### src/rtl/hierarchical_bitmap_slot_allocator_defines.svh
// Assertion macros for the hierarchical bitmap slot allocator.
`ifndef HIERARCHICAL_BITMAP_SLOT_ALLOCATOR_DEFINES_SVH
`define HIERARCHICAL_BITMAP_SLOT_ALLOCATOR_DEFINES_SVH

`ifndef NO_ASSERTIONS

// cond holds in this cycle implies prop in the same cycle
`define HBSA_ASSERT_IMP(lbl, cond, prop) \
  lbl: assert property (@(posedge clk) disable iff (!rst_n) (cond) |-> (prop)) \
    else $error("hbsa: same-cycle check failed");

// cond holds in this cycle implies prop in the next cycle
`define HBSA_ASSERT_NXT(lbl, cond, prop) \
  lbl: assert property (@(posedge clk) disable iff (!rst_n) (cond) |=> (prop)) \
    else $error("hbsa: next-cycle check failed");

// prop holds in the cycle after reset is applied
`define HBSA_ASSERT_RST(lbl, prop) \
  lbl: assert property (@(posedge clk) !rst_n |=> (prop)) \
    else $error("hbsa: reset check failed");

`else

`define HBSA_ASSERT_IMP(lbl, cond, prop)
`define HBSA_ASSERT_NXT(lbl, cond, prop)
`define HBSA_ASSERT_RST(lbl, prop)

`endif

`endif

### src/rtl/hbsa_pkg.sv
// Types, codes and helpers shared by the slot allocator modules.
package hbsa_pkg;

  localparam int WORD_BITS = 64;
  localparam int WADDR_W   = 8;
  localparam int BIT_W     = 14;
  localparam int SLOT_W    = 13;
  localparam int IDX_W     = 12;

  localparam logic [1:0] ACT_ALLOC = 2'd0;
  localparam logic [1:0] ACT_FREE  = 2'd1;
  localparam logic [1:0] ACT_CLEAR = 2'd2;

  localparam logic [1:0] ST_OK   = 2'd0;
  localparam logic [1:0] ST_FULL = 2'd1;
  localparam logic [1:0] ST_BAD  = 2'd2;

  // reciprocal of 63 for small dividends, scaled by 2**20
  localparam logic [14:0] RECIP_63   = 15'd16645;
  localparam logic [6:0]  SLOT_ROUND = 7'd61;

  // cumulative sizes of the first tree levels, in bits
  localparam logic [BIT_W-1:0] LVL1_BITS = 14'd64;
  localparam logic [BIT_W-1:0] LVL2_BITS = 14'd4160;

  typedef struct packed {
    logic [1:0]       action;
    logic [IDX_W-1:0] slot_index;
  } in_word_t;

  typedef struct packed {
    logic [IDX_W-1:0] granted_slot;
    logic [1:0]       status;
    logic             all_full;
  } out_word_t;

  typedef struct packed {
    logic [SLOT_W-1:0]    slots;
    logic [BIT_W-1:0]     heap_bits;
    logic [WADDR_W-1:0]   heap_words;
    logic [BIT_W-1:0]     last_level;
    logic [BIT_W-1:0]     base_lo;
    logic [BIT_W-1:0]     base_hi;
    logic [WORD_BITS-1:0] pad_word;
  } geom_t;

  typedef struct packed {
    logic [WADDR_W-1:0]   rd_addr;
    logic                 wr_en;
    logic [WADDR_W-1:0]   wr_addr;
    logic [WORD_BITS-1:0] wr_data;
    logic                 clear;
  } store_req_t;

  function automatic logic [6:0] lowest_clear(input logic [WORD_BITS-1:0] w);
    logic [6:0] r;
    r = 7'd64;
    for (int i = WORD_BITS - 1; i >= 0; i--) begin
      if (!w[i]) r = 7'(i);
    end
    return r;
  endfunction

endpackage

### src/rtl/hbsa_store.sv
// Tree word memory with per-word valid bits and reset-value substitution.
module hbsa_store import hbsa_pkg::*; #(
  parameter int DEPTH = 65
) (
  input  logic                 clk,
  input  logic                 rst_n,
  input  store_req_t           req,
  input  logic [WADDR_W-1:0]   last_addr,
  input  logic [WORD_BITS-1:0] pad_word,
  output logic [WORD_BITS-1:0] rd_data
);

  localparam int AW = (DEPTH > 1) ? $clog2(DEPTH) : 1;

  logic [WORD_BITS-1:0] mem [DEPTH];
  logic [DEPTH-1:0]     valid_r;
  logic [WORD_BITS-1:0] q_r;
  logic                 rd_valid_r;
  logic [WADDR_W-1:0]   rd_addr_r;

  always_ff @(posedge clk) begin
    if (req.wr_en) begin
      mem[req.wr_addr[AW-1:0]] <= req.wr_data;
    end
    q_r       <= mem[req.rd_addr[AW-1:0]];
    rd_addr_r <= req.rd_addr;
  end

  always_ff @(posedge clk) begin
    if (!rst_n) begin
      valid_r    <= '0;
      rd_valid_r <= 1'b0;
    end else begin
      rd_valid_r <= valid_r[req.rd_addr[AW-1:0]];
      if (req.clear) begin
        valid_r <= '0;
      end else if (req.wr_en) begin
        valid_r[req.wr_addr[AW-1:0]] <= 1'b1;
      end
    end
  end

  assign rd_data = rd_valid_r ? q_r :
                   ((rd_addr_r == last_addr) ? pad_word : '0);

endmodule

### config.mk
export PLATFORM = sky130hd
export DESIGN_NAME = hbsa_store
export DESIGN_NICKNAME = d
export VERILOG_FILES = /design/src/rtl/hierarchical_bitmap_slot_allocator_defines.svh /design/src/rtl/hbsa_pkg.sv /design/src/rtl/hbsa_store.sv
export SDC_FILE = /design/constraint.sdc
export NUM_CORES = 2
export LEC_CHECK = 0
export ABC_AREA = 1
export BUFFER_PORTS_ARGS = -buffer_cell sky130_fd_sc_hd__buf_2
export CAP_MARGIN = 20
export CORE_ASPECT_RATIO = 1.75
export CORE_UTILIZATION = 40
export DETAILED_ROUTE_END_ITERATION = 8
export MAX_ROUTING_LAYER = met4
export PLACE_DENSITY = 0.52
export SLEW_MARGIN = 20
export SYNTH_ARGS = -nofsm -noshare
export SYNTH_HDL_FRONTEND = slang
export SYNTH_MEMORY_MAX_BITS = 65536
export SYNTH_SLANG_ARGS = --single-unit
### constraint.sdc
create_clock -name clk -period 10.05 [get_ports clk]
set_clock_uncertainty 0.1 [all_clocks]
set_input_delay 0 -clock clk [delete_from_list [all_inputs] [get_ports clk]]
set_output_delay 0 -clock clk [all_outputs]
set_load 0.1 [all_outputs]
# Word level (Yosys, flattened, before mapping)

Memories as Yosys holds them, arrays and structs flattened. A register that Yosys moved wholly into a read port is not among the register bits.
Index checks and enable logic that the tools add are counted.

Bits in registers: 74
Latch bits: 0
Bits in writable memories: 4,160
Memory bits (read-only): 0
Output and inout port bits: 64
Memories: 1

Memory list:

| memory | depth | bits a word | rd ports | clocked after memory_dff | wr ports | line             | RTL |
|---|---|---|---|---|---|---|---|
| mem    | 65    | 64          | 1        | 1                        | 1        | hbsa_store.sv:15 | `logic [WORD_BITS-1:0] mem [DEPTH];` |

$add $sub $neg: 0
Multiply operators: 0
Div/mod/pow operators: 0
Order comparisons: 3
Eq/ne operators: 1
Shifts and indexed selects: 0
Muxes and demuxes: 8
Bitwise operators: 2
Reductions and logical operators: 2

Operator list:

| kind                                                        | count |
|---|---|
| two-way mux 64 bit                                          | 2 |
| bitwise OR 65 bit                                           | 1 |
| less-than comparator 7 x 8 -> 1 bit (second input constant) | 2 |
| == test 8 bit                                               | 1 |
| binary-select mux 1 bit (select 7 bit)                      | 1 |
| demux 1 bit (select 7 bit)                                  | 1 |
| >= comparator 7 x 1 -> 1 bit (second input constant)        | 1 |
| two-way mux 1 bit                                           | 4 |
| OR reduction 2 bit                                          | 1 |
| logical AND 1 bit                                           | 1 |
| NOT 1 bit                                                   | 1 |

# Logic depth before layout (Yosys ltp)

Word-level depth: 5
Depth in mapped cells: 16
Depth with buffers taken out: 12

# Least setup slack after synthesis

No wires, ideal clock.

Path type: input -> register
From: input req[73] (netlist bit)
To: memory mem[16][0] (enable)
Library setup time: 0.488 ns
Arrival time: 3.251 ns
Required time: 9.462 ns
Slack: 6.212 ns
Stages: 5
Cell sequence: inv_1 -> clkbuf_1 -> nor3_1 -> inv_1 -> nor2_1

Word-level cells in the longest chain between the ends: 2

RTL lines:

| item                                    | line             | RTL |
|---|---|---|
| start: declaration                      | hbsa_store.sv:7  | `input store_req_t req,` |
| two-way mux 1 bit                       | hbsa_store.sv:22 | `if (req.wr_en) begin` |
| two-way mux 1 bit (implied by the code) | hbsa_store.sv:23 | `mem[req.wr_addr[AW-1:0]] <= req.wr_data;` |
| end: declaration                        | hbsa_store.sv:15 |  |

No other way between the ends.

==> results.py <==
metrics = {
    "synthesis": {
        "synth_most_common_cell": "edfxtp_1",
        "synth_top_area_share_pct": 73.36,
        "syn_nets": 14030,
        "ys_types": 33,
        "synth_area_mm2": 0.1703,
        "ys_seq_area_share_pct": 74.98,
        "synth_flop_cell": "edfxtp_1",
        "ys_warn_count": 0,
        "yosysTopAreaCell": "edfxtp_1",
        "syn_area_per_cell_um2": 12.28,
        "synth_cells": 13870,
        "synth-seq-cells": 4298,
        "synth_edf_count": 4160,
        "synth_area_leaders": "edfxtp_1 (73%), nand2_1 (7.5%), nand3_1 (5.8%)",
        "yosys-top-cells-count": "edfxtp_1 (4160), nand2_1 (3410), nand3_1 (1986)",
        "synthArstFlopShare_pct": 0,
    },
    "worst_hold_path": {
        "holdCritPathClass": "in -> reg",
        "min_path_cells": 2,
    },
    "clocking": {
        "cts_setup_buffers": 0,
        "clkLatencyLatePin_ns": 0.99,
        "cts_root_buf": "clkbuf_16",
        "cts_tree": "yes",
        "h-tree-depth": 5,
        "numCtsBuffers": 383,
        "cts_buffer_depth": 4,
        "path_clk_slew_ns": 0.07,
        "clock-sinks": 4298,
    },
    "die": {
        "pin_count": 220,
        "die-width_um": 495.2,
        "fp.dieH_um": 865.1,
        "placementRows": 316,
        "start_util_pct": 40.21,
        "fp.dieArea_mm2": 0.4284,
        "coreArea_mm2": 0.4235,
    },
    "setup_path": {
        "critPathTopFamily": "buffers and inverters",
        "crit_chain": "dlygate4sd3_1, buf_12, inv_8, buf_4, buf_4, nand2_1, nand3_1, nand3_1, nand3_1, nand3_1, dlygate4sd3_1, nand3_1, dlygate4sd3_1, nand3_1, dlygate4sd3_1, nand2_1, dlygate4sd3_1",
        "cp_common_cell": "nand3_1",
        "critical_path_required_ns": 10.85,
        "endpoint_kind": "flop",
        "worstSetupPathType": "in -> reg",
        "reg2reg_depth": 12,
        "slowest_delay_ns": 0.87,
        "cp-start-kind": "input pin",
        "cp_slowest_cell": "buf_4",
        "cp_max_fo": 118,
        "regToRegSetupSlack_ns": 6.55,
        "critPathBufInv": 9,
        "path_depth": 17,
        "crit_arrival_ns": 6.26,
    },
    "routing": {
        "dr.first_iter.drc_count": 12950,
        "vias_per_cell": 5.757,
        "drc": 0,
        "finalWirelength_mm": 616.9,
        "antenna_left": 0,
        "drt-wirelength-per-cell_um": 30.86,
        "via_count": 115100,
        "first_pass_iters": 6,
    },
    "timing": {
        "worstMarginPinSlew_ns": 1.191,
        "setup_ws_ns": 4.590,
        "fin_crit_ns": 5.460,
        "rsz0062_at_grt": "false",
        "drv_slew": 0,
        "fin_crit_sh_pct": 54.33,
        "max_freq_ghz": 0.1831,
        "finalHoldViolCount": 11,
        "totalNegativeSetupSlack_ns": 0,
        "maxSlewHeadroom_pct": 20.59,
        "setup-violations-final": 0,
        "hold_slack_ns": -0.008960,
    },
    "grt": {
        "grt_pass1_vias": 107100,
        "antenna_found_initial": 75,
        "grt_pass1_wl_mm": 845.1,
        "grt_max_degree": 176,
        "grtUsageTotal_pct": 29.10,
        "overflow": 0,
    },
    "placement": {
        "dp_slack_ns": 5.529,
        "post_dp_cell_area_mm2": 0.1772,
        "dp_hpwl_mm": 317.9,
        "routabilityCongestion": 0.8180,
        "portBuffers": 218,
    },
    "status": {
        "violations": "hold timing",
        "status": "finished, violations left",
    },
    "layout": {
        "stdcell_area_mm2": 0.1910,
        "drive_above_1_share_pct": 8.218,
        "area_growth_pct": 12.18,
        "num-fill-cells": 38190,
        "nets": 14100,
    },
    "run": {
        "drv_cap": 0,
    },
    "power": {
        "ir_drop_uv": 155.0,
        "fin_total_pwr_mw": 36.94,
        "powerDensity_mw_per_mm2": 193.4,
        "leakagePower_nw": 64.66,
    },
}
report_power, final:
part,switching [mW],internal (mW)
clock,6.69,8.25
sequential,0.0569,19.7
combinational,1.72,0.510
layout make-up:
type,instances,area [um2],share of cell area [%]
flip-flops and latches,4298,127700,66.84
multi-input cells,8554,38200,20.00
clock buffers,485,10350,5.421
well taps,5565,6963,3.645
repair buffers,606,4935,2.583
clock inverters,205,2021,1.058
diodes,176,440.4,0.2306
inverters,101,426.7,0.2234
cells in the final DEF (no fill, tap or decap), drive strengths merged, types with 176 or more instances in the layout:
cell type and instances:
a21oi 340, buf 512, clkbuf 485, diode 176, edfxtp 4160, nand2 3410
nand3 1986, nor2 1325, o21ai 927, o22ai 226
metrics by stage:
stage	hold WS, ns	instances	util, %
after floorplan	-0.07228	13870	-
after global placement	0.003883	19020	41.80
after detailed placement	0.004057	19030	41.84
after CTS	0.003454	19810	44.98
after global routing	0.003786	19980	45.10
final	-0.008960	19990	45.11
worst paths after layout:
kind                                   from         end
worst min register to register  mem[64][51]     q_r[51]
worst min-delay path                req[18]  mem[0][17]
worst max register to register  mem[63][29]     q_r[29]
worst max-delay path                req[74]     q_r[29]
worst register-to-register path, stage by stage, from the launching register on:
cell	delay [ns]
edfxtp_1	0.37
nand2_1	0.07
nand3_1	0.08
nand3_1	0.13
nand3_1	0.09
nand3_1	0.10
dlygate4sd3_1	0.56
nand3_1	0.07
dlygate4sd3_1	0.59
nand3_1	0.08
dlygate4sd3_1	0.56
nand2_1	0.04
dlygate4sd3_1	0.54
repair_timing:
| item | 4_1_cts | 5_1_grt |
|---|---|---|
| hold buffers | 93 | 1 |
| gates resized for setup | 0 | 0 |
| hold endpoints to repair | 4581 | 16 |
| setup endpoints to repair | 0 | 0 |
logic make-up after synthesis:
| family | after synthesis | synth area share, % |
|---|---|---|
| muxes | 2 | 0.01176 |
| AOI/OAI and AO/OA | 1643 | 5.220 |
| and+or+nand+nor | 6901 | 16.84 |
| DFF | 4298 | 74.98 |
| buffers and inverters | 1017 | 2.910 |
| xor gates and xnor gates | 8 | 0.04115 |
metal layers:
metal  vias to the layer above  track usage, %  share of wire [%]  routed length [um]
li1                      49780               -                  -                   -
met1                     59190           34.18                 37              229100
met2                      4901           49.35                 51              313800
met3                      1214           3.479                6.6               40830
met4                         0           14.24                5.4               33180
met5                         -               -                  0                   0
sequential cells by signal, indices dropped and copies added (netlist names):
signal	count
mem	4160
valid_r	65
q_r	64
rd_addr_r	8
rd_valid_r	1
Power figures use the tool's default switching activity.
