$ cat src/rtl/hierarchical_bitmap_slot_allocator_defines.svh
// Assertion macros for the hierarchical bitmap slot allocator.
`ifndef HIERARCHICAL_BITMAP_SLOT_ALLOCATOR_DEFINES_SVH
`define HIERARCHICAL_BITMAP_SLOT_ALLOCATOR_DEFINES_SVH

`ifndef NO_ASSERTIONS

// cond holds in this cycle implies prop in the same cycle
`define HBSA_ASSERT_IMP(lbl, cond, prop) \
  lbl: assert property (@(posedge clk) disable iff (!rst_n) (cond) |-> (prop)) \
    else $error("hbsa: same-cycle check failed");

// cond holds in this cycle implies prop in the next cycle
`define HBSA_ASSERT_NXT(lbl, cond, prop) \
  lbl: assert property (@(posedge clk) disable iff (!rst_n) (cond) |=> (prop)) \
    else $error("hbsa: next-cycle check failed");

// prop holds in the cycle after reset is applied
`define HBSA_ASSERT_RST(lbl, prop) \
  lbl: assert property (@(posedge clk) !rst_n |=> (prop)) \
    else $error("hbsa: reset check failed");

`else

`define HBSA_ASSERT_IMP(lbl, cond, prop)
`define HBSA_ASSERT_NXT(lbl, cond, prop)
`define HBSA_ASSERT_RST(lbl, prop)

`endif

`endif

$ cat src/rtl/hbsa_pkg.sv
// Types, codes and helpers shared by the slot allocator modules.
package hbsa_pkg;

  localparam int WORD_BITS = 64;
  localparam int WADDR_W   = 8;
  localparam int BIT_W     = 14;
  localparam int SLOT_W    = 13;
  localparam int IDX_W     = 12;

  localparam logic [1:0] ACT_ALLOC = 2'd0;
  localparam logic [1:0] ACT_FREE  = 2'd1;
  localparam logic [1:0] ACT_CLEAR = 2'd2;

  localparam logic [1:0] ST_OK   = 2'd0;
  localparam logic [1:0] ST_FULL = 2'd1;
  localparam logic [1:0] ST_BAD  = 2'd2;

  // reciprocal of 63 for small dividends, scaled by 2**20
  localparam logic [14:0] RECIP_63   = 15'd16645;
  localparam logic [6:0]  SLOT_ROUND = 7'd61;

  // cumulative sizes of the first tree levels, in bits
  localparam logic [BIT_W-1:0] LVL1_BITS = 14'd64;
  localparam logic [BIT_W-1:0] LVL2_BITS = 14'd4160;

  typedef struct packed {
    logic [1:0]       action;
    logic [IDX_W-1:0] slot_index;
  } in_word_t;

  typedef struct packed {
    logic [IDX_W-1:0] granted_slot;
    logic [1:0]       status;
    logic             all_full;
  } out_word_t;

  typedef struct packed {
    logic [SLOT_W-1:0]    slots;
    logic [BIT_W-1:0]     heap_bits;
    logic [WADDR_W-1:0]   heap_words;
    logic [BIT_W-1:0]     last_level;
    logic [BIT_W-1:0]     base_lo;
    logic [BIT_W-1:0]     base_hi;
    logic [WORD_BITS-1:0] pad_word;
  } geom_t;

  typedef struct packed {
    logic [WADDR_W-1:0]   rd_addr;
    logic                 wr_en;
    logic [WADDR_W-1:0]   wr_addr;
    logic [WORD_BITS-1:0] wr_data;
    logic                 clear;
  } store_req_t;

  function automatic logic [6:0] lowest_clear(input logic [WORD_BITS-1:0] w);
    logic [6:0] r;
    r = 7'd64;
    for (int i = WORD_BITS - 1; i >= 0; i--) begin
      if (!w[i]) r = 7'(i);
    end
    return r;
  endfunction

endpackage

$ cat src/rtl/hbsa_geom.sv
// Heap geometry calculator, run after reset and on each slot count write.
module hbsa_geom import hbsa_pkg::*; #(
  parameter int MAX_SLOTS = 4096
) (
  input  logic              clk,
  input  logic              rst_n,
  input  logic              cfg_we,
  input  logic [SLOT_W-1:0] cfg_wdata,
  output geom_t             geo,
  output logic              busy
);

  localparam int EFF_SLOTS = (MAX_SLOTS < 8191) ? MAX_SLOTS : 8191;
  localparam int RST_SLOTS = (EFF_SLOTS < 4096) ? EFF_SLOTS : 4096;
  localparam logic [SLOT_W-1:0] EFF_N = SLOT_W'(EFF_SLOTS);
  localparam logic [SLOT_W-1:0] RST_N = SLOT_W'(RST_SLOTS);

  localparam logic [1:0] G_IDLE = 2'd0;
  localparam logic [1:0] G_MUL  = 2'd1;
  localparam logic [1:0] G_SUM  = 2'd2;
  localparam logic [1:0] G_FIN  = 2'd3;

  logic [1:0]        state_r;
  logic [SLOT_W-1:0] n_r;
  logic [7:0]        q_r;
  logic [BIT_W-1:0]  hb_r;
  geom_t             geo_r;

  logic [SLOT_W-1:0] n_in;
  logic [BIT_W-1:0]  mul_x;
  logic [28:0]       prod;
  logic [BIT_W-1:0]  hb_nxt;
  logic [BIT_W-1:0]  hw_sum;
  logic [BIT_W-1:0]  ll;
  logic [BIT_W-1:0]  base_lo;
  logic [5:0]        rem;

  assign n_in = (cfg_wdata == '0) ? SLOT_W'(1) :
                ((cfg_wdata > EFF_N) ? EFF_N : cfg_wdata);

  assign mul_x  = BIT_W'(n_r) + BIT_W'(SLOT_ROUND);
  assign prod   = 29'(mul_x) * 29'(RECIP_63);
  assign hb_nxt = (q_r == '0) ? BIT_W'(n_r) : (BIT_W'(n_r) + BIT_W'(q_r) - BIT_W'(1));

  assign hw_sum  = hb_r + BIT_W'(WORD_BITS - 1);
  assign base_lo = (hb_r <= LVL1_BITS) ? '0 :
                   ((hb_r <= LVL2_BITS) ? LVL1_BITS : LVL2_BITS);
  assign ll      = hb_r - base_lo;
  assign rem     = hb_r[5:0];

  always_ff @(posedge clk) begin
    if (!rst_n) begin
      state_r <= G_MUL;
      n_r     <= RST_N;
    end else if (cfg_we) begin
      state_r <= G_MUL;
      n_r     <= n_in;
    end else begin
      unique case (state_r)
        G_MUL: begin
          q_r     <= prod[27:20];
          state_r <= G_SUM;
        end
        G_SUM: begin
          hb_r    <= hb_nxt;
          state_r <= G_FIN;
        end
        G_FIN: begin
          geo_r.slots      <= n_r;
          geo_r.heap_bits  <= hb_r;
          geo_r.heap_words <= hw_sum[13:6];
          geo_r.last_level <= ll;
          geo_r.base_lo    <= base_lo;
          geo_r.base_hi    <= {6'b0, hw_sum[13:6]} - BIT_W'(1) - ll;
          geo_r.pad_word   <= (rem == '0) ? '0 :
                              ~((64'd1 << rem) - 64'd1);
          state_r          <= G_IDLE;
        end
        default: state_r <= G_IDLE;
      endcase
    end
  end

  assign geo  = geo_r;
  assign busy = (state_r != G_IDLE);

endmodule

$ cat config.mk
export PLATFORM = sky130hd
export DESIGN_NAME = hbsa_geom
export DESIGN_NICKNAME = d
export VERILOG_FILES = /design/src/rtl/hierarchical_bitmap_slot_allocator_defines.svh /design/src/rtl/hbsa_pkg.sv /design/src/rtl/hbsa_geom.sv
export SDC_FILE = /design/constraint.sdc
export NUM_CORES = 1
export LEC_CHECK = 0
export CAP_MARGIN = 20
export CORE_UTILIZATION = 55
export CTS_CLUSTER_DIAMETER = 100
export DETAILED_ROUTE_END_ITERATION = 10
export DONT_BUFFER_PORTS = 1
export MAX_ROUTING_LAYER = met4
export PLACE_DENSITY = 0.7
export SYNTH_ARGS = -nofsm -noshare
export SYNTH_HDL_FRONTEND = slang
export SYNTH_SLANG_ARGS = --single-unit
$ cat constraint.sdc
create_clock -name clk -period 7.3 [get_ports clk]
set_input_delay 0.73 -clock clk [delete_from_list [all_inputs] [get_ports clk]]
set_output_delay 0.73 -clock clk [all_outputs]
set_load 0.01 [all_outputs]
# ---- Word level (Yosys, flattened, before mapping)
# Index checks and enable logic that the tools add are counted.
dict set report op_classes {
  n_eq_ne 3
  mul 1
  n_lt_le_gt_ge 3
  bitwise 3
  n_reduce_logical 8
  add_sub_neg 8
  n_shift 1
  muxes 6
}
# operator n
set ops {}
lappend ops {{13-bit 2-to-1 mux} 5}
lappend ops {{64-bit inverter} 1}
lappend ops {{1-bit by 6-bit left shift with 64-bit output (first input constant)} 1}
lappend ops {{64-bit by 1-bit subtractor with 64-bit output (second input constant)} 1}
lappend ops {{14-bit by 15-bit multiplier with 28-bit output (second input constant)} 1}
lappend ops {{13-bit by 6-bit adder with 14-bit output (second input constant)} 1}
lappend ops {{13-bit by 8-bit adder with 14-bit output} 1}
lappend ops {{14-bit by 6-bit adder with 14-bit output (second input constant)} 1}
lappend ops {{14-bit by 13-bit less-or-equal comparator with 1-bit output (second input constant)} 1}
lappend ops {{14-bit by 7-bit less-or-equal comparator with 1-bit output (second input constant)} 1}
lappend ops {{14-bit by 1-bit subtractor with 14-bit output (second input constant)} 1}
lappend ops {{14-bit by 13-bit subtractor with 14-bit output} 1}
lappend ops {{14-bit subtractor} 1}
lappend ops {{13-bit greater-than comparator (second input constant)} 1}
lappend ops {{13-bit logical NOT} 1}
lappend ops {{3-bit AND reduction} 3}
lappend ops {{8-bit by 1-bit subtractor with 9-bit output (second input constant)} 1}
lappend ops {{8-bit logical NOT} 1}
lappend ops {{6-bit logical NOT} 1}
lappend ops {{2-bit equality test (second input constant)} 2}
lappend ops {{2-bit one-hot mux with 2 select lines} 1}
lappend ops {{2-bit by 1-bit equality test with 1-bit output (second input constant)} 1}
lappend ops {{1-bit inverter} 2}
lappend ops {{2-bit nonzero test} 1}
lappend ops {{2-bit OR reduction} 1}
dict set report totals {
  register_bits 178
  output_inout_bits 142
  wordCells 45
  in_bits 16
}

# ---- Longest topological paths before layout
# Gate-level depths: netlist (run 1).
dict set report logic_depth {
  depth_word 5
  depth_mapped 24
  depth_no_buf 24
}

# ---- Least setup slack after synthesis (run 1)
# OpenSTA, ideal clock, no wires.
dict set report synth_path {
  kind {register to register}
  startpoint {register n_r[0]}
  endpoint {register q_r[6], data pin}
  synth_period_minus_slack_ps 5362
  stages_incl_launch_ff 22
  arrival_time_ps 5102
  t_required_ps 7039
  setup_slack_ps 1938
  setup_ps 261
  n_path_buf 0
  path_cell_list {dfxtp_1 ha_1 inv_1 a211oi_2 nand3_2 xnor2_4 inv_1 ha_1 inv_1 fa_1 fa_1 inv_1 ha_1 ha_1 ha_1 a21oi_1 o211ai_1 a2111oi_2 o31ai_1 a21oi_2 nor2_1 a311o_1}
}
dict set report synth_between {
  elab_chain_len 2
}
# item line
set synth_rtl {}
lappend synth_rtl {{from (decl)} hbsa_geom.sv:24} ;# logic [SLOT_W-1:0] n_r;
lappend synth_rtl {{from (signal assigned)} hbsa_geom.sv:57} ;# n_r <= n_in;
lappend synth_rtl {{13-bit by 6-bit adder with 14-bit output} hbsa_geom.sv:41} ;# assign mul_x = BIT_W'(n_r) + BIT_W'(SLOT_ROUND);
lappend synth_rtl {{14-bit by 15-bit multiplier with 28-bit output} hbsa_geom.sv:42} ;# assign prod = 29'(mul_x) * 29'(RECIP_63);
lappend synth_rtl {{named net prod[26]} hbsa_geom.sv:31} ;# logic [28:0] prod;
lappend synth_rtl {{to (signal assigned)} hbsa_geom.sv:61} ;# q_r <= prod[27:20];
lappend synth_rtl {{to (decl)} hbsa_geom.sv:25} ;# logic [7:0] q_r;
# The timed path passes the listed nets, and every way through them passes these cells.
# A chain may end at the register's enable or synchronous reset.

# ---- Final worst setup path (run 1)
# Same ends and word-level chain as after synthesis.

==> summary.txt, run 1 <==
Timing
  – Clock Skew: 0.01788 ns
  – Final period util: 0.8185
  – Final setup margin: 1.325 ns
  – Least-Margin Pin Slew: 0.9844 ns
  – Setup_tns: 0 ns
  – Min Tclk post-route: 5.975 ns
  – FMAX: 0.1674 GHz
  – Hold Fails Final Rpt: 0
  – RSZ-0062 raised after global routing: no
  – Final setup fails: 0
  – Relative slew slack: 0.3437
  – Max-slew violations: 0

CTS
  – Cts hold-fix bufs: 0
  – Setup repair bufs after CTS: 0
  – CTS tree: yes
  – Total CTS buffers: 17
  – Max Buffers Root-to-Sink: 2
  – Worst-path clk slew: 0.08 ns
  – CTS H-tree lvls: 4
  – Clk sinks: 160
  – Root Driver: clkbuf_16
  – Clk_lat worst skew: 0.44 ns
  – Post-CTS Resized: 0

Finish
  – Nets: 1,130
  – Core Util, Final: 0.6054
  – Layout cells sized above 1: 0.06452
  – FILL cells: 1,478
  – Leading cell type in the layout, fill and taps excluded: edfxtp_1
  – Most frequent cells in the layout: edfxtp_1, ha_1, inv_1
  – ANT cells: 0
  – Layout area overhead: 6.310%
  – Final Non-Filler Cells: 1,221

Detailed routing
  – Drt total wl: 21,810 µm
  – DR pass1 iterations: 6
  – DRC Markers: 0
  – DR vias: 7,057
  – Remaining antenna violation count after routing: 0
  – DRT iter0 DRCs: 547
  – WL/cell: 17.86 µm
  – Via density: 5.780

Global routing
  – Vias in the first global route: 6,843
  – First-pass GRT wire length: 35,220 µm
  – Met2 Usage GRT: 0.3880
  – Largest net degree at the start of global routing: 72
  – Met3 Resource Use GR: 0.04267
  – GRT Residual Overflow: 0
  – Total GRT Usage: 0.2395
  – Grt met1 use: 0.2984
  – Initial antenna violation count: 0
  – GR peak layer: met2

Placement
  – Placer Congestion: 0.8874
  – Final HPWL DP: 15,810 µm
  – Placed cells: 1,189
  – Port Buffer Count: 0
  – Setup WS pre-CTS: 1.389 ns

Power
  – Clock Power Share: 0.394
  – Pint: 1.611 mW
  – Worst vdd ir: 162.9 µV
  – Logic gate share of total power: 0.135
  – Sequential share of power: 0.471
  – Net Sw Power: 583.6 µW
  – Static Leak: 4.510 nW
  – Power Density: 199.0 mW/mm²
  – Switching part of the total: 0.2660

Floorplan
  – Die width: 139.3 µm
  – Core area: 0.01821 mm²
  – Num rows: 49
  – DIE AREA: 0.01941 mm²
  – Num ports: 158
  – DIE HEIGHT: 139.3 µm
  – Initial core utilization: 0.5695

Critical path
  – CP max stage cell: dfxtp_1
  – Worst Path Buf+Inv: 4
  – Critical Path Sink Type: flop
  – Crit path top cell by count: ha_1
  – Crit path max fanout: 11
  – Delay-heaviest family, CP: adder cells
  – CP Class: reg2reg
  – R2R depth: 22
  – Critical Path Stages: 22
  – Nature of the critical path startpoint: flop
  – Crit-path cells: ha_1, inv_1, a211oi_2, nand3_2, xnor2_4, inv_1, ha_1, inv_1, fa_1, fa_1, inv_1, ha_1, ha_1, ha_1, a21oi_1, o211ai_1, a2111oi_2, o31ai_1, a21oi_2, nor2_1, nor4b_1, a311o_1
  – Req. time, crit path: 7.60 ns
  – Max stage delay on crit path: 0.69 ns
  – WP data arrival: 6.27 ns

Run status
  – Status: completed

Synth
  – Seq cells post-synth: 160
  – Synthesis warning total: 0
  – Post-synth top area share: 0.4199
  – Asr flop ratio synth: 0
  – Avg Cell Area, Syn: 10.38 µm²
  – Cell count after synthesis: 999
  – Post-Syn Area: 0.01037 mm²
  – EDFF count, synth: 145
  – Synth area leaders: edfxtp_1, ha_1, inv_1, xnor2_1, a21oi_1
  – Most used DFF post-synth: edfxtp_1
  – Synth area leader: edfxtp_1
  – Synth cell types: 71
  – Post-synthesis sequential area ratio: 0.4488

Hold path
  – WHS Path Cells: 1
  – Worst Hold Class: in2reg

Flow run
  – Max-cap violations: 0
[synth_stat cells (all sizes together), types with 6 or more instances]
master / n
a211oi: 6
a21o: 6
a21oi: 72
a22o: 8
a31oi: 6
a41oi: 7
and2: 13
buf: 27
clkbuf: 30
dfxtp: 15
edfxtp: 145
fa: 13
ha: 122
inv: 115
nand2: 69
nand3: 25
nand4: 6
nor2: 87
nor2b: 9
nor3: 24
nor4: 9
o21ai: 42
o22ai: 11
o31ai: 9
xnor2: 50
xor2: 18
[final timing paths]
kind / end / from / slack (ns)
worst min register to register: geo[140] / n_r[12] / 0.56
worst min-delay path: n_r[12] / rst_n / 0.37
worst max-delay path: q_r[6] / n_r[0] / 1.32
worst max register to register: q_r[6] / n_r[0] / 1.32
[stage by stage]
step	area, µm²	power [mW]	hold WS (ns)
after floorplan	10420	1.289	0.4206
after global placement	10460	1.338	0.5558
after detailed placement	10460	1.350	0.5478
after CTS	11020	2.205	0.3677
after global routing	11020	2.289	0.3869
final	11020	2.194	0.3685
[final cells by class]
type | count | area, µm² | area share
clock buffers | 19 | 455.4 | 0.04131
clock inverters | 13 | 113.9 | 0.01033
inverters | 116 | 437.9 | 0.03972
multi-input cells | 678 | 5031 | 0.4564
flip-flops and latches | 160 | 4654 | 0.4222
well taps | 229 | 286.5 | 0.02599
repair buffers | 6 | 45.04 | 0.004086
[metal layers]
layer | part of all wire | vias to the layer above
met5 | 0 | -
met4 | 0.023 | 0
met3 | 0.051 | 39
met2 | 0.49 | 243
met1 | 0.44 | 3343
li1 | - | 3432
[worst reg2reg max path: cells and delay by family, from the launching register on]
| family | cells | cell delay, ns |
|---|---|---|
| AND/OR/NAND/NOR | 3 | 0.55 |
| adder cells (fa/ha/maj) | 7 | 2.42 |
| XOR/XNOR | 1 | 0.22 |
| AO/OA/AOI/OAI | 7 | 1.63 |
| flip-flops | 1 | 0.69 |
| buffers and inverters | 4 | 0.34 |
[power groups by stage]
stage	Sequential, mW	Clock [mW]	Combinational (mW)
final	1.03	0.865	0.297
after global routing	1.03	0.909	0.346
after CTS	1.03	0.873	0.298
after detailed placement	1.05	0	0.297
after global placement	1.05	0	0.285
after floorplan	1.05	0	0.241
[cell families after synthesis]
logic type	count (synthesis)	share of synthesized area
AO/OA/AOI/OAI	187	0.1147
multiplexers	6	0.005912
other	1	0.0003616
buffers and inverters	173	0.07058
flip-flops	160	0.4488
adder cells (fa/ha/maj)	135	0.1723
XOR/XNOR	69	0.06322
AND/OR/NAND/NOR	268	0.1240
[registers in the layout, indices dropped and copies added, names as in the netlist]
name and count:
geo 123, hb_r 14, n_r 13, q_r 8
state_r 2
(Power assumes the default switching activity.)
==> inputs of run 2 (changes only) <==
--- a/config.mk
+++ b/config.mk
@@ -11,7 +11,7 @@
 export DETAILED_ROUTE_END_ITERATION = 10
 export DONT_BUFFER_PORTS = 1
 export MAX_ROUTING_LAYER = met4
-export PLACE_DENSITY = 0.7
+export PLACE_DENSITY = 0.73
 export SYNTH_ARGS = -nofsm -noshare
 export SYNTH_HDL_FRONTEND = slang
 export SYNTH_SLANG_ARGS = --single-unit
==> constraint.sdc (replaced) <==
create_clock -name clk -period 5.05 [get_ports clk]
set_input_delay 0.505 -clock clk [delete_from_list [all_inputs] [get_ports clk]]
set_output_delay 0.505 -clock clk [all_outputs]
set_load 0.01 [all_outputs]
==> summary.txt, run 2 (synthesis results as in run 1) <==
Run status
  – Status: completed

Critical path
  – Nature of the critical path startpoint: flop
  – Crit path launch: n_r[1]
  – Req. time, crit path: 5.35 ns
  – Crit path max fanout: 4
  – Reg-to-Reg Start: n_r[1]
  – Critical Path Sink Type: flop
  – WP data arrival: 5.23 ns
  – CP Class: reg2reg

Global routing
  – First-pass GRT wire length: 35,820 µm
  – Total GRT Usage: 0.2452
  – GRT Residual Overflow: 0
  – Initial antenna violation count: 0
  – Vias in the first global route: 6,921
  – Largest net degree at the start of global routing: 75

Detailed routing
  – DRT iter0 DRCs: 666
  – Remaining antenna violation count after routing: 0
  – DR pass1 iterations: 5
  – Via density: 5.853
  – Drt total wl: 23,160 µm
  – DRC Markers: 0
  – DR vias: 7,463
  – WL/cell: 18.16 µm

Floorplan
  – Die width: 139.3 µm
  – Initial core utilization: 0.5695
  – DIE HEIGHT: 139.3 µm
  – Num rows: 49
  – DIE AREA: 0.01941 mm²
  – Num ports: 158
  – Core area: 0.01821 mm²

Finish
  – Design area: 0.01183 mm²
  – Most frequent cells in the layout: edfxtp_1, inv_1, ha_1
  – Layout cells sized above 1: 0.1663
  – Layout area overhead: 14.07%
  – ANT cells: 0
  – Final Non-Filler Cells: 1,275
  – FILL cells: 1,367
  – Max reg flops: 123
  – Nets: 1,184
  – Core Util, Final: 0.6496
  – Leading cell type in the layout, fill and taps excluded: edfxtp_1

Timing
  – Final setup margin: 0.1167 ns
  – Least-Margin Pin Slew: 1.012 ns
  – Final setup fails: 0
  – Relative slew slack: 0.3251
  – RSZ-0062 raised after global routing: yes
  – Setup_tns: 0 ns
  – Min Tclk post-route: 4.933 ns
  – FMAX: 0.2027 GHz
  – Final period util: 0.9769
  – Clock Skew: 0.01198 ns
  – Hold Fails Final Rpt: 0
  – Max-slew violations: 0
  – Hold Worst Slack: 0.1498 ns

CTS
  – Clk_lat worst skew: 0.43 ns
  – Worst-path clk slew: 0.07 ns
  – CTS tree: yes
  – Root Driver: clkbuf_16
  – CTS H-tree lvls: 4
  – Max Buffers Root-to-Sink: 2
  – Total CTS buffers: 17
  – Clk sinks: 160

Hold path
  – Hold path start: rst_n
  – Worst Hold Class: in2reg

Power
  – Logic gate share of total power: 0.170
  – Total power of the final layout: 3.368 mW
  – Static Leak: 4.818 nW
  – Worst vdd ir: 243.4 µV
  – Pint: 2.477 mW
  – Power Density: 284.7 mW/mm²
  – Net Sw Power: 891.1 µW
  – Sequential share of power: 0.442
  – Clock Power Share: 0.389
  – Switching part of the total: 0.2646

Flow run
  – Max-cap violations: 0

Placement
  – Final HPWL DP: 16,390 µm
  – Port Buffer Count: 0
  – Placed cells: 1,228
  – Placer Congestion: 0.8895
  – Setup WS pre-CTS: -0.1194 ns
  – Placed Area: 0.01078 mm²
run 2: cell count changes in the layout (fill, tap and decap cells not counted), moves of 11 or more:
cell	before	now
buf_4	6	59
ha_1	122	102
ha_4	0	16
inv_1	113	102
inv_2	1	12
run 2: power by group through the flow:
stage                     logic, mW  registers (mW)  clock network (mW)
after global routing          0.642            1.49                1.37
final                         0.571            1.49                1.31
after floorplan               0.349            1.51                   0
after CTS                     0.490            1.49                1.33
after detailed placement      0.458            1.52                   0
after global placement        0.448            1.52                   0
run 2: final timing paths:
| path | slack (ns) | endpoint | cells past startpoint |
|---|---|---|---|
| worst max-delay path | 0.12 | q_r[6] | 26 |
| worst min-delay path | 0.15 | n_r[12] | 1 |
| worst max register to register | 0.12 | q_r[6] | 26 |
| worst min register to register | 0.53 | geo[138] | 0 |
run 2: critical path, stage by stage, from the launching register on:
cell       delay, ns
dfxtp_4         0.39
ha_4            0.14
inv_2           0.04
a211oi_2        0.25
buf_4           0.17
nand3_4         0.09
xnor2_4         0.15
inv_2           0.13
ha_4            0.14
inv_2           0.04
fa_2            0.53
inv_1           0.04
ha_2            0.30
ha_2            0.16
inv_2           0.04
fa_1            0.49
inv_1           0.05
ha_2            0.18
a21oi_2         0.12
o211ai_1        0.13
buf_4           0.17
a2111oi_4       0.30
o31ai_2         0.13
a21oi_2         0.17
nor2_2          0.07
nor4b_2         0.24
a311o_1         0.14
run 2: final cells by class:
class	instances	area (µm²)	share of cell area
multi-input combinational	678	5379	0.4547
tap	229	286.5	0.02422
sequential	160	4666	0.3944
inverter	116	437.9	0.03702
clock inverter	15	171.4	0.01449
clock buffer	17	425.4	0.03596
timing repair buffer	60	462.9	0.03914
run 2: routing by layer:
layer | up-vias | wire [µm] | GRT usage
li1 | 3549 | - | -
met1 | 3526 | 9703 | 0.3003
met2 | 332 | 11300 | 0.3962
met3 | 56 | 1462 | 0.04714
met4 | 0 | 700 | 0.1053
met5 | - | 0 | -
run 2: timing repair:
item / in CTS / in global routing
pin swaps: 12 / 31
buffers inserted: 5 / 10
hold buffers: 0 / 0
endpoints found under the setup margin: 5 / 7
endpoints found under the hold margin: 0 / 0
gates resized for setup: 9 / 54
